File: src/rtl/rti_pkg.sv
package rti_pkg;

	localparam int COORD_W = 32;
	localparam int FRAC_W = 16;
	localparam int DIR_W = 18;
	localparam int NEAR_W = 16;
	localparam int DIST_W = 31;
	localparam int CFG_IDX_W = 3;
	localparam int CFG_DATA_W = 32;

	localparam logic [CFG_IDX_W-1:0] REG_ORIGIN_X = 3'd0;
	localparam logic [CFG_IDX_W-1:0] REG_ORIGIN_Y = 3'd1;
	localparam logic [CFG_IDX_W-1:0] REG_ORIGIN_Z = 3'd2;
	localparam logic [CFG_IDX_W-1:0] REG_DIR_X = 3'd3;
	localparam logic [CFG_IDX_W-1:0] REG_DIR_Y = 3'd4;
	localparam logic [CFG_IDX_W-1:0] REG_DIR_Z = 3'd5;
	localparam logic [CFG_IDX_W-1:0] REG_NEAR = 3'd6;

	// edge / offset width: difference of two coordinates
	localparam int E_W = COORD_W + 1;
	// h = dir x e2
	localparam int H_W = DIR_W + E_W + 1;
	// q = s x e1
	localparam int Q_W = 2 * E_W + 1;
	// dot products
	localparam int A_W = E_W + H_W + 2;
	localparam int VN_W = DIR_W + Q_W + 2;
	localparam int TN_W = E_W + Q_W + 2;
	// common width for comparisons and the divider
	localparam int W_W = TN_W + FRAC_W + 2;

	typedef struct packed {
		logic signed [COORD_W-1:0] vertex0_x;
		logic signed [COORD_W-1:0] vertex0_y;
		logic signed [COORD_W-1:0] vertex0_z;
		logic signed [COORD_W-1:0] vertex1_x;
		logic signed [COORD_W-1:0] vertex1_y;
		logic signed [COORD_W-1:0] vertex1_z;
		logic signed [COORD_W-1:0] vertex2_x;
		logic signed [COORD_W-1:0] vertex2_y;
		logic signed [COORD_W-1:0] vertex2_z;
	} tri_in_t;

	typedef struct packed {
		logic hit;
		logic [DIST_W-1:0] hit_distance;
	} tri_out_t;

	typedef struct packed {
		logic signed [COORD_W-1:0] ox;
		logic signed [COORD_W-1:0] oy;
		logic signed [COORD_W-1:0] oz;
		logic signed [DIR_W-1:0] dx;
		logic signed [DIR_W-1:0] dy;
		logic signed [DIR_W-1:0] dz;
		logic [NEAR_W-1:0] eps;
	} ray_cfg_t;

	// front-end result handed across the queue
	typedef struct packed {
		logic rejected;
		logic [W_W-1:0] a;
		logic [W_W-1:0] num;
		logic [W_W-1:0] a31;
	} tri_job_t;

endpackage

File: src/rtl/rti_queue.sv
module rti_queue #(
	parameter int DEPTH = 2
) (
	input logic clk,
	input logic arst_n,
	input logic wr_valid,
	output logic wr_ready,
	input rti_pkg::tri_job_t wr_data,
	output logic rd_valid,
	input logic rd_ready,
	output rti_pkg::tri_job_t rd_data
);
	import rti_pkg::*;

	localparam int PW = $clog2(DEPTH);

	tri_job_t mem_q [DEPTH];
	logic [PW-1:0] wp_q, rp_q;
	logic [PW:0] cnt_q;
	logic wr, rd;

	assign wr_ready = cnt_q != (PW+1)'(DEPTH);
	assign rd_valid = cnt_q != '0;
	assign rd_data = mem_q[rp_q];
	assign wr = wr_valid && wr_ready;
	assign rd = rd_valid && rd_ready;

	always_ff @(posedge clk or negedge arst_n) begin
		if (!arst_n) begin
			wp_q <= '0;
			rp_q <= '0;
			cnt_q <= '0;
		end else begin
			if (wr)
				wp_q <= (wp_q == PW'(DEPTH - 1)) ? '0 : wp_q + 1'b1;
			if (rd)
				rp_q <= (rp_q == PW'(DEPTH - 1)) ? '0 : rp_q + 1'b1;
			cnt_q <= cnt_q + (PW+1)'(wr) - (PW+1)'(rd);
		end
	end

	always_ff @(posedge clk) begin
		if (wr)
			mem_q[wp_q] <= wr_data;
	end

endmodule

File: config.mk
export PLATFORM = sky130hd
export DESIGN_NAME = rti_queue
export DESIGN_NICKNAME = d
export VERILOG_FILES = /design/src/rtl/rti_pkg.sv /design/src/rtl/rti_queue.sv
export SDC_FILE = /design/constraint.sdc
export NUM_CORES = 1
export LEC_CHECK = 0
export BUFFER_PORTS_ARGS = -buffer_cell sky130_fd_sc_hd__buf_2
export CORE_AREA = 3 3 282 284
export CTS_BUF_LIST = sky130_fd_sc_hd__clkbuf_16
export CTS_CLUSTER_SIZE = 40
export DETAILED_ROUTE_END_ITERATION = 8
export DIE_AREA = 0 0 285 287
export HOLD_SLACK_MARGIN = 0.03
export RECOVER_POWER = 50
export REMOVE_ABC_BUFFERS = 1
export SETUP_SLACK_MARGIN = 0.5
export SYNTH_ARGS = -nofsm -noshare
export SYNTH_HDL_FRONTEND = slang
export SYNTH_SLANG_ARGS = --single-unit
File: constraint.sdc
create_clock -name clk -period 25.1 [get_ports clk]
set_input_delay 1.255 -clock clk [delete_from_list [all_inputs] [get_ports clk]]
set_output_delay 1.255 -clock clk [all_outputs]
set_load 0.02 [all_outputs]
# Yosys cells after proc, flatten, opt, wreduce, memory -nomap -nowiden
# Memory sizes are Yosys's and may differ from the RTL's.
# Index checks and enable logic that the tools add are counted.
# classes
n_eq_ne,1
mux,4
addsub,4
reduce_logical,3
# op_table
cell,count
1-bit 2-to-1 mux,4
"1-bit adder, second input constant",2
2-bit by 1-bit adder with 2-bit output,1
1-bit logical AND,2
"2-bit inequality test, second input constant",1
2-bit nonzero test,1
2-bit by 1-bit subtractor with 2-bit output,1
# word_totals
out_inout_bits,363
inputBits,365
ram_bits,722
register_bits,4
mem_count,1
wordCells,16
# memory_table
memory,words,width,read_ports,rd_clocked_by_memory_dff,write_ports,line,text
mem_q,2,361,1,0,1,rti_queue.sv:17,tri_job_t mem_q [DEPTH];

# Depth between registers and ports, before layout
# Gate-level depths: netlist of run 1.
# depth
depth_word,4
depth_mapped,5

# Worst setup path after synthesis of run 1
# OpenSTA, ideal clock, no wires.
# synth_timing
path_type,input to register
from,input port wr_valid
to,"memory mem_q[0][0] (netlist bit), enable pin"
path_slack_ps,7734
required_ps,24009
arrival_time_ps,16275
stages,2
n_path_buf,0
cell_sequence,nand2_1 -> nor2_1
# synth_via
elab_chain_len,3
# synth_lines
item,line,text
from (decl),rti_queue.sv:6,"input logic wr_valid,"
1-bit logical AND,rti_queue.sv:25,assign wr = wr_valid && wr_ready;
1-bit 2-to-1 mux,rti_queue.sv:43,if (wr)
1-bit 2-to-1 mux (implied by the code),rti_queue.sv:44,mem_q[wp_q] <= wr_data;
to (decl),rti_queue.sv:17,
# Every way passes these cells.

# Final worst setup path of run 1
# layout_timing
from,input port wr_valid
to,"memory mem_q[0][278] (netlist bit), enable pin"
# The elaborated chain is that of the path after synthesis.

==> results of run 1 <==
==> stage by stage <==
step | cells | hold WS [ns] | instance area [um^2] | power [uW] | utilization (%)
finish | 3036 | 0.480 | 33900 | 4290 | 43.9
CTS | 3026 | 0.400 | 34200 | 4340 | 44.2
global placement | 2885 | 0.541 | 31700 | 3210 | 41.0
global route | 3035 | 0.458 | 33900 | 4490 | 43.9
floorplan | 1105 | 0.460 | 26600 | 3150 | -
detailed placement | 2885 | 0.547 | 31700 | 3230 | 41.0
==> layer usage <==
| metal | track usage, % | up-vias | wire [um] |
|---|---|---|---|
| li1 | - | 6173 | - |
| met1 | 15.6 | 6826 | 21800 |
| met2 | 27.0 | 505 | 33800 |
| met3 | 4.89 | 129 | 5070 |
| met4 | 5.54 | 10 | 2050 |
| met5 | 0 | - | 58 |
==> cell type report <==
class                      instances  area, um^2  share of cell area (%)
antenna                           10        25.0                  0.0738
clock buffer                      80        2000                    5.90
clock inverter                    61         472                    1.39
multi-input combinational        379        4860                    14.3
sequential                       726       21800                    64.2
tap                             1040        1300                    3.84
timing repair buffer             740        3480                    10.2
==> registers in the layout (all words and copies together), names as in the netlist <==
name and count:
rp_q 1, mem_q 722, wp_q 1, cnt_q 2
==> power by group <==
part / switching, uW / internal (uW) / leakage (uW)
registers: 75.9 / 1690 / 0.00677
clock network: 455 / 633 / 0.00127
logic: 868 / 574 / 0.00458
==> kinds of logic after synthesis <==
group	count (synthesis)
flops	726
mux	361
buf+inv	40
simple gates	10
compound gates	4
xor+xnor	3
fa+ha+maj	1
==> placed cells by master (no fill, tap or decap), types with 3 or more instances in the layout <==
cell type / count
edfxtp_1: 722
mux2_4: 180
dfrtp_1: 4
inv_1: 17
bufinv_16: 5
clkbuf_16: 80
clkbuf_1: 210
mux2_2: 181
clkinv_1: 21
clkinv_2: 7
xnor2_1: 3
nor2_1: 3
buf_4: 9
buf_2: 518
diode_2: 10
inv_6: 3
==> how the worst max path moves through the flow <==
stage / from / end / cells past startpoint / slack (ns)
after floorplan: wr_valid / mem_q[0][0] / 2 / 7.73
after global placement: wr_valid / mem_q[1][231] / 5 / 20.00
after detailed placement: wr_valid / mem_q[1][231] / 5 / 19.93
after CTS: rp_q / rd_data[132] / 4 / 19.67
after global routing: wr_valid / mem_q[0][266] / 5 / 13.15
final: wr_valid / mem_q[0][278] / 5 / 14.29
==> flow_summary.yaml, run 1 <==
drt:
  drc: 0
  vias: 13643
  drt_pass1_iterations: 4
  antenna_left: 0
  drt_iter0_drc: 629
  wl_per_cell_um: 20.7
  viasPerCell: 4.49
  finalWirelength_um: 62800
floorplanning:
  die_area_um2: 81800
  die_h_um: 287
  chipWidth_um: 285
  coreArea_um2: 77300
  rows: 102
  ios: 728
  initial_core_util_pct: 34.9
clock_network:
  cts_hold_buf: 0
  htreeDepth: 3
  clkTransAtPathRegs_ns: 0.06
  post-cts-setup-buffers: 0
  root_buffer: "clkbuf_16"
  cts_resized: 0
  clkLatencyLatePin_ns: 0.60
  cts_tree: "done"
  clk_path_buf_depth: 3
  numCtsBuffers: 78
  cts_sinks: 726
logic_synthesis:
  synth_mux_area_share_pct: 17.6
  async_flop_share_pct: 0.551
  syn_area_um2: 27000
  synthSimpleGateAreaFrac_pct: 0.181
  ys_ff_latch: 726
  ys_seq_area_share_pct: 80.8
  synth_compound_area_share_pct: 0.116
  synth_top_area_cell: "edfxtp_1"
  synth_edf_count: 722
  synth.area.top_cells: "edfxtp_1, mux2_4, mux2_2, buf_6, dfrtp_1"
  post_synth.cell_area_avg_um2: 23.6
  synth_top_family_by_area: "multiplexers"
  synthAdderAreaFrac_pct: 0.0464
  yosys.area_share.xor_xnor_pct: 0.0974
  ys.warnings.count: 0
  synth_common_cells: "edfxtp_1, mux2_2, mux2_4"
  yosysUniqueCellTypes: 20
  synthFlopType: "edfxtp_1"
  netlist.area_leader.share_pct: 80.4
  synthCells: 1145
  yosysMostFrequentCell: "edfxtp_1"
power_and_ir_drop:
  ir_worst_vdd_uv: 82.6
  p_per_area_nw_per_um2: 127
  leakage_uw: 0.0126
sta:
  fmaxAchievable_mhz: 92.5
  slew_viol_final: 382
  finalHoldViolCount: 0
  skew_ns: 0.0304
  tns_ns: 0
  relSlewSlack_pct: -507
  setup_violations: 0
  rsz0062_at_grt: "no"
  worst_pin_slew_ns: 9.10
  timing.final.crit_share_pct: 43.1
  setup_slack_ns: 14.29
  period_needed_ns: 10.81
critical_path:
  critPathSlowestCell: "clkbuf_1"
  r2r_cells: 5
  crit_required_ns: 25.01
  critPathMaxStageDelay_ns: 6.30
  crit_type: "in2reg"
  critPathMostFrequentCell: "clkbuf_1"
  start_kind: "input pin"
  cp.arrival_ns: 10.71
  critPathTopFamily: "buffers and inverters"
  cp_cell_sequence: "clkbuf_1 > nand2_1 > nor2_1 > clkbuf_1 > clkbuf_1"
  critPathMaxFanout: 158
  reg2reg_to: "mem_q[0][278]"
  crit_buf_inv: 3
  r2r-start: "cnt_q[0]"
  critPathCaptureType: "flop"
  ff2ff_setup_slack_ns: 14.58
placement:
  detailed_place_hpwl_um: 43900
  io_buffers: 727
  gp_congestion: 0.848
  dp_slack_ns: 19.93
global_route:
  gr-usage-all-layers_pct: 14.7
  antenna_found_initial: 15
  grt_overflow: 0
  grt_pass1_wl_um: 90800
  grt_max_degree: 159
  grt_pass1_vias: 14687
outcome:
  violations: "max-capacitance violations, max-slew violations"
  status: "finished, violations left"
finish:
  nFillCells: 6891
  final_nets: 2291
  final_layout_size_suffix_gt1_share_pct: 50.1
  area_growth_syn_to_layout_pct: 25.8
flow_run:
  cap_violations: 5
worst_hold_path:
  min_path_type: "in2async"
No activity file was read; power rests on OpenSTA's default activity.
==> run 2: changes to the inputs <==
Settings changed: CORE_AREA 3 3 282 284 to 3 3 285 287, DIE_AREA 0 0 285 287 to 0 0 288 290.
Clock period 25.1 ns to 10.2 ns, I/O delays scaled along.
==> flow_summary.yaml, run 2 (synthesis gave the netlist of run 1 again) <==
outcome:
  status: "finished, violations left"
  violations: "max-capacitance violations, max-slew violations"
finish:
  final_layout_size_suffix_gt1_share_pct: 48.1
  layout.cells.non_filler: 3128
  nFillCells: 7076
  finish.utilization_pct: 44.2
  area_growth_syn_to_layout_pct: 29.2
  reg.largest.list: "mem_q (722), cnt_q (2)"
  top_register: "mem_q"
  largest_register_ffs: 722
  final_nets: 2374
  final_common_cell: "edfxtp_1"
  final_cell_mix: "edfxtp_1, buf_2, clkbuf_1"
floorplanning:
  die_h_um: 290
  coreArea_um2: 78900
  rows: 103
  die_area_um2: 83500
  ios: 728
  chipWidth_um: 288
  initial_core_util_pct: 34.2
critical_path:
  ff2ff_setup_slack_ns: 4.69
  cp_cell_sequence: "buf_12 > buf_4 > mux2_2 > buf_2"
  crit_required_ns: 9.69
  critPathSlowestCell: "dfrtp_1"
  critPathMaxFanout: 119
  crit_buf_inv: 3
  critPathTopFamily: "flip-flops"
  crit_type: "reg2out"
  start_kind: "flop"
  critPathCaptureType: "output pin"
  critPathMaxStageDelay_ns: 2.23
  cp.arrival_ns: 5.15
drt:
  drt_iter0_drc: 689
  drt_pass1_iterations: 4
  vias: 13913
  drc: 0
  antenna_left: 0
  viasPerCell: 4.45
  wl_per_cell_um: 20.0
  finalWirelength_um: 62600
placement:
  detailed_place_hpwl_um: 43200
  dp_cells: 2890
  io_buffers: 727
  gp_congestion: 0.807
power_and_ir_drop:
  p_sw_uw: 3460
  p_int_uw: 7140
  pwr-share-clk_pct: 25.7
  comb_power_share_pct: 33.5
  ir_worst_vdd_uv: 242
  pwr-share-seq_pct: 40.8
  p_per_area_nw_per_um2: 304
  leakage_uw: 0.0130
  finalPower_uw: 10600
  switching_share_pct: 32.6
worst_hold_path:
  min_path_type: "in2reg"
clock_network:
  htreeDepth: 3
  clk_path_buf_depth: 3
  cts_resized: 0
  numCtsBuffers: 81
  cts_sinks: 726
  cts_tree: "done"
  clkTransAtPathRegs_ns: 0.06
  root_buffer: "clkbuf_16"
  post-cts-setup-buffers: 0
  clkLatencyLatePin_ns: 0.61
sta:
  rsz0062_at_grt: "no"
  setup_violations: 0
  fmaxAchievable_mhz: 177
  worst_pin_slew_ns: 4.39
  period_needed_ns: 5.66
  timing.final.crit_share_pct: 55.5
  skew_ns: 0.0212
  finalHoldViolCount: 0
  slew_viol_final: 345
  relSlewSlack_pct: -193
global_route:
  use_met1_pct: 14.8
  grt_max_degree: 169
  grt_pass1_wl_um: 91600
  use_met3_pct: 4.78
  met2_usage_pct: 26.6
  grt_pass1_vias: 15111
  gr-usage-all-layers_pct: 14.4
  grt_overflow: 0
  antenna_found_initial: 15
  top_usage_layer: "met2"
flow_run:
  cap_violations: 4
-- run 2: cell count changes in the layout (fill, tap and decap cells not counted), moves of 2 or more --
cell           previous run  this run
dlygate4sd3_1             0        85
inv_1                    17        15
buf_4                     9         1
clkinv_8                  2         0
clkinv_1                 21        24
buf_2                   518       514
buf_12                    1         5
clkbuf_2                  0         7
clkbuf_1                210       207
-- run 2: worst reg2reg max path: stages, from the launching register on --
cell,delay (ns)
dfrtp_1,0.44
nand2b_1,0.17
nand2_1,0.09
nor2_1,0.87
clkbuf_1,2.78
buf_12,0.68
-- run 2: power groups by stage --
stage / sequential [uW] / combinational, uW / clock, uW
final: 4320 / 3550 / 2730
after global routing: 4390 / 3770 / 2940
after CTS: 4290 / 3620 / 2820
after detailed placement: 4350 / 3580 / 0
after global placement: 4320 / 3560 / 0
after floorplan: 4860 / 2880 / 0
-- run 2: metrics by stage --
| step | TNS, ns | instance area (um^2) | setup WS [ns] | hold slack [ns] |
|---|---|---|---|---|
| final | 0 | 34800 | 4.54 | 0.0885 |
| after global routing | 0 | 34800 | 4.17 | 0.0397 |
| after CTS | 0 | 35100 | 5.68 | 0.0301 |
| after detailed placement | 0 | 31700 | 6.40 | 0.322 |
| after global placement | 0 | 31700 | 6.45 | 0.321 |
| after floorplan | -2930.11 | 26600 | -6.63 | 0.214 |
-- run 2: path summary, 6_finish.rpt --
check                           cells past startpoint            to   startpoint
max in group asynchronous                           2      cnt_q[0]       arst_n
worst min register to register                      1          wp_q         wp_q
min in group asynchronous                           2          wp_q       arst_n
worst max register to register                      5  mem_q[0][55]     cnt_q[0]
worst max-delay path                                4   rd_data[42]         rp_q
worst min-delay path                                1  mem_q[1][63]  wr_data[63]
-- run 2: area by class of cell --
cell class / count / area, um^2 / share of cell area, %
sequential: 726 / 21800 / 62.5
timing repair buffer: 820 / 4350 / 12.5
multi-input combinational: 379 / 4860 / 13.9
tap: 1050 / 1310 / 3.77
antenna: 9 / 22.5 / 0.0646
clock inverter: 63 / 499 / 1.43
clock buffer: 81 / 2030 / 5.82
-- run 2: timing repair --
item	in CTS	in global routing
hold buffers	85	0
endpoints found under the setup margin	0	0
endpoints found under the hold margin	164	0
-- run 2: layer usage --
layer,up-vias,share of wire (%)
met2,531,54
met5,-,0.088
met3,131,8.3
met1,6901,34
li1,6342,-
met4,8,3.6
==> run 3: changes to the inputs <==
Settings changed: CORE_AREA 3 3 285 287 to 3 3 282 284, DIE_AREA 0 0 288 290 to 0 0 285 287.
Clock period 10.2 ns to 4.9 ns, I/O delays scaled along.
==> flow_summary.yaml, run 3 (synthesis gave the netlist of run 1 again) <==
worst_hold_path:
  whs_path_depth: 2
  min_from: "wr_data[155]"
  min_to: "mem_q[0][155]"
  min_path_type: "in2reg"
finish:
  largest_register_ffs: 722
  final_layout_size_suffix_gt1_share_pct: 39.9
  area_growth_syn_to_layout_pct: 39.7
  top_register: "mem_q"
  final_nets: 2677
  final_cell_mix: "edfxtp_1, buf_2, dlygate4sd3_1"
  reg.largest.list: "mem_q (722), cnt_q (2)"
  finish.utilization_pct: 48.7
  final_common_cell: "edfxtp_1"
  layout.cells.non_filler: 3409
clock_network:
  clkLatencyLatePin_ns: 0.61
  htreeDepth: 3
  post-cts-setup-buffers: 0
  cts_tree: "done"
  cts_sinks: 726
  clkTransAtPathRegs_ns: 0.06
  root_buffer: "clkbuf_16"
  clk_path_buf_depth: 3
  numCtsBuffers: 77
power_and_ir_drop:
  finalPower_uw: 22200
  comb_power_share_pct: 34.9
  p_int_uw: 14900
  pwr-share-clk_pct: 25.1
  ir_worst_vdd_uv: 505
  leakage_uw: 0.0140
  p_per_area_nw_per_um2: 590
  pwr-share-seq_pct: 40.0
  p_sw_uw: 7350
  switching_share_pct: 33.1
floorplanning:
  die_area_um2: 81800
  chipWidth_um: 285
  die_h_um: 287
  initial_core_util_pct: 34.9
  rows: 102
  ios: 728
  coreArea_um2: 77300
drt:
  drt_iter0_drc: 756
  drt_pass1_iterations: 5
  drc: 0
  finalWirelength_um: 66900
  vias: 15203
  viasPerCell: 4.46
  wl_per_cell_um: 19.6
  antenna_left: 0
sta:
  worst_pin_slew_ns: 2.12
  skew_ns: 0.0303
  period_needed_ns: 3.64
  finalHoldViolCount: 0
  slew_viol_final: 80
  tns_ns: 0
  rsz0062_at_grt: "no"
  fmaxAchievable_mhz: 274
  relSlewSlack_pct: -41.5
  timing.final.crit_share_pct: 74.4
  setup_slack_ns: 1.26
  setup_violations: 0
critical_path:
  r2r-start: "cnt_q[0]"
  start_kind: "flop"
  reg2reg_to: "mem_q[0][149]"
  critPathSlowestCell: "nor2_1"
  critPathCaptureType: "flop"
  r2r_cells: 5
  cp_cell_sequence: "nand2b_1 > nand2_1 > nor2_1 > buf_12 > clkbuf_1"
  critPathMaxStageDelay_ns: 1.55
  crit_required_ns: 5.12
  crit_type: "reg2reg"
  ff2ff_setup_slack_ns: 1.26
  cp.arrival_ns: 3.86
  critPathMaxFanout: 30
global_route:
  top_usage_layer: "met2"
  use_met3_pct: 4.62
  grt_max_degree: 128
  grt_pass1_wl_um: 99100
  grt_pass1_vias: 16692
  use_met1_pct: 17.6
  antenna_found_initial: 2
  met2_usage_pct: 28.5
  grt_overflow: 0
  gr-usage-all-layers_pct: 15.8
outcome:
  status: "finished, violations left"
  violations: "max-capacitance violations, max-slew violations"
placement:
  io_buffers: 727
  dp_slack_ns: 2.38
  detailed_place_hpwl_um: 45900
  gp_congestion: 0.854
  dp_cells: 2907
flow_run:
  cap_violations: 2
-- run 3: cell count changes in the layout (fill, tap and decap cells not counted), sizes merged --
cell / before / now
dlygate4sd3: 85 / 365
clkbuf: 295 / 365
buf: 521 / 475
clkinv: 35 / 27
diode: 9 / 2
bufinv: 5 / 6
inv: 21 / 22
-- run 3: area by class of cell --
class / instances / area, um^2
clock inverter: 57 / 494
fill: 6609 / 39700
clock buffer: 78 / 1950
multi-input combinational: 379 / 4860
sequential: 726 / 21800
tap: 1040 / 1300
timing repair buffer: 1127 / 7270
antenna: 2 / 5.00
-- run 3: metal layers --
layer  vias to the layer above  routed length, um
li1                       6931                  -
met1                      7571              24300
met2                       580              35200
met3                       121               5060
met4                         0               2280
met5                         -                  0
-- run 3: power by group through the flow --
stage	Combinational, uW	Sequential (uW)	Clock (uW)
2_1_floorplan	3470	9160	0
3_3_place_gp	7600	8960	0
3_5_place_dp	7640	9030	0
4_1_cts	7910	8910	5750
5_1_grt	8190	9030	5990
6_report	7760	8900	5570
-- run 3: stage by stage --
step                      instance area [um^2]  hold slack [ns]
final                                    37700            0.366
after global routing                     37700            0.321
after CTS                                38000            0.292
after detailed placement                 31900           0.0674
after global placement                   31900           0.0661
after floorplan                          26600          -0.0506
-- run 3: worst max-delay path by stage --
stage,startpoint,to,slack [ns],depth (start not counted)
2_1_floorplan,cnt_q[0],mem_q[0][0],-11.93,3
3_3_place_gp,rp_q,rd_data[33],2.43,3
4_1_cts,rp_q,rd_data[150],1.69,3
6_report,cnt_q[0],mem_q[0][149],1.26,5
5_1_grt,cnt_q[0],mem_q[0][149],1.00,5
3_5_place_dp,rp_q,rd_data[150],2.38,3
-- run 3: timing repair --
| action | in CTS | in global routing |
|---|---|---|
| gates resized for setup | 0 | 0 |
| endpoints found under the setup margin | 0 | 0 |
| hold buffers | 365 | 0 |
| hold endpoints to repair | 729 | 0 |
-- run 3: critical path, delay by kind of cell (launching register included) --
kind | cells | cell delay, ns
and+or+nand+nor | 3 | 1.85
buffers and inverters | 2 | 0.95
DFF | 1 | 0.45
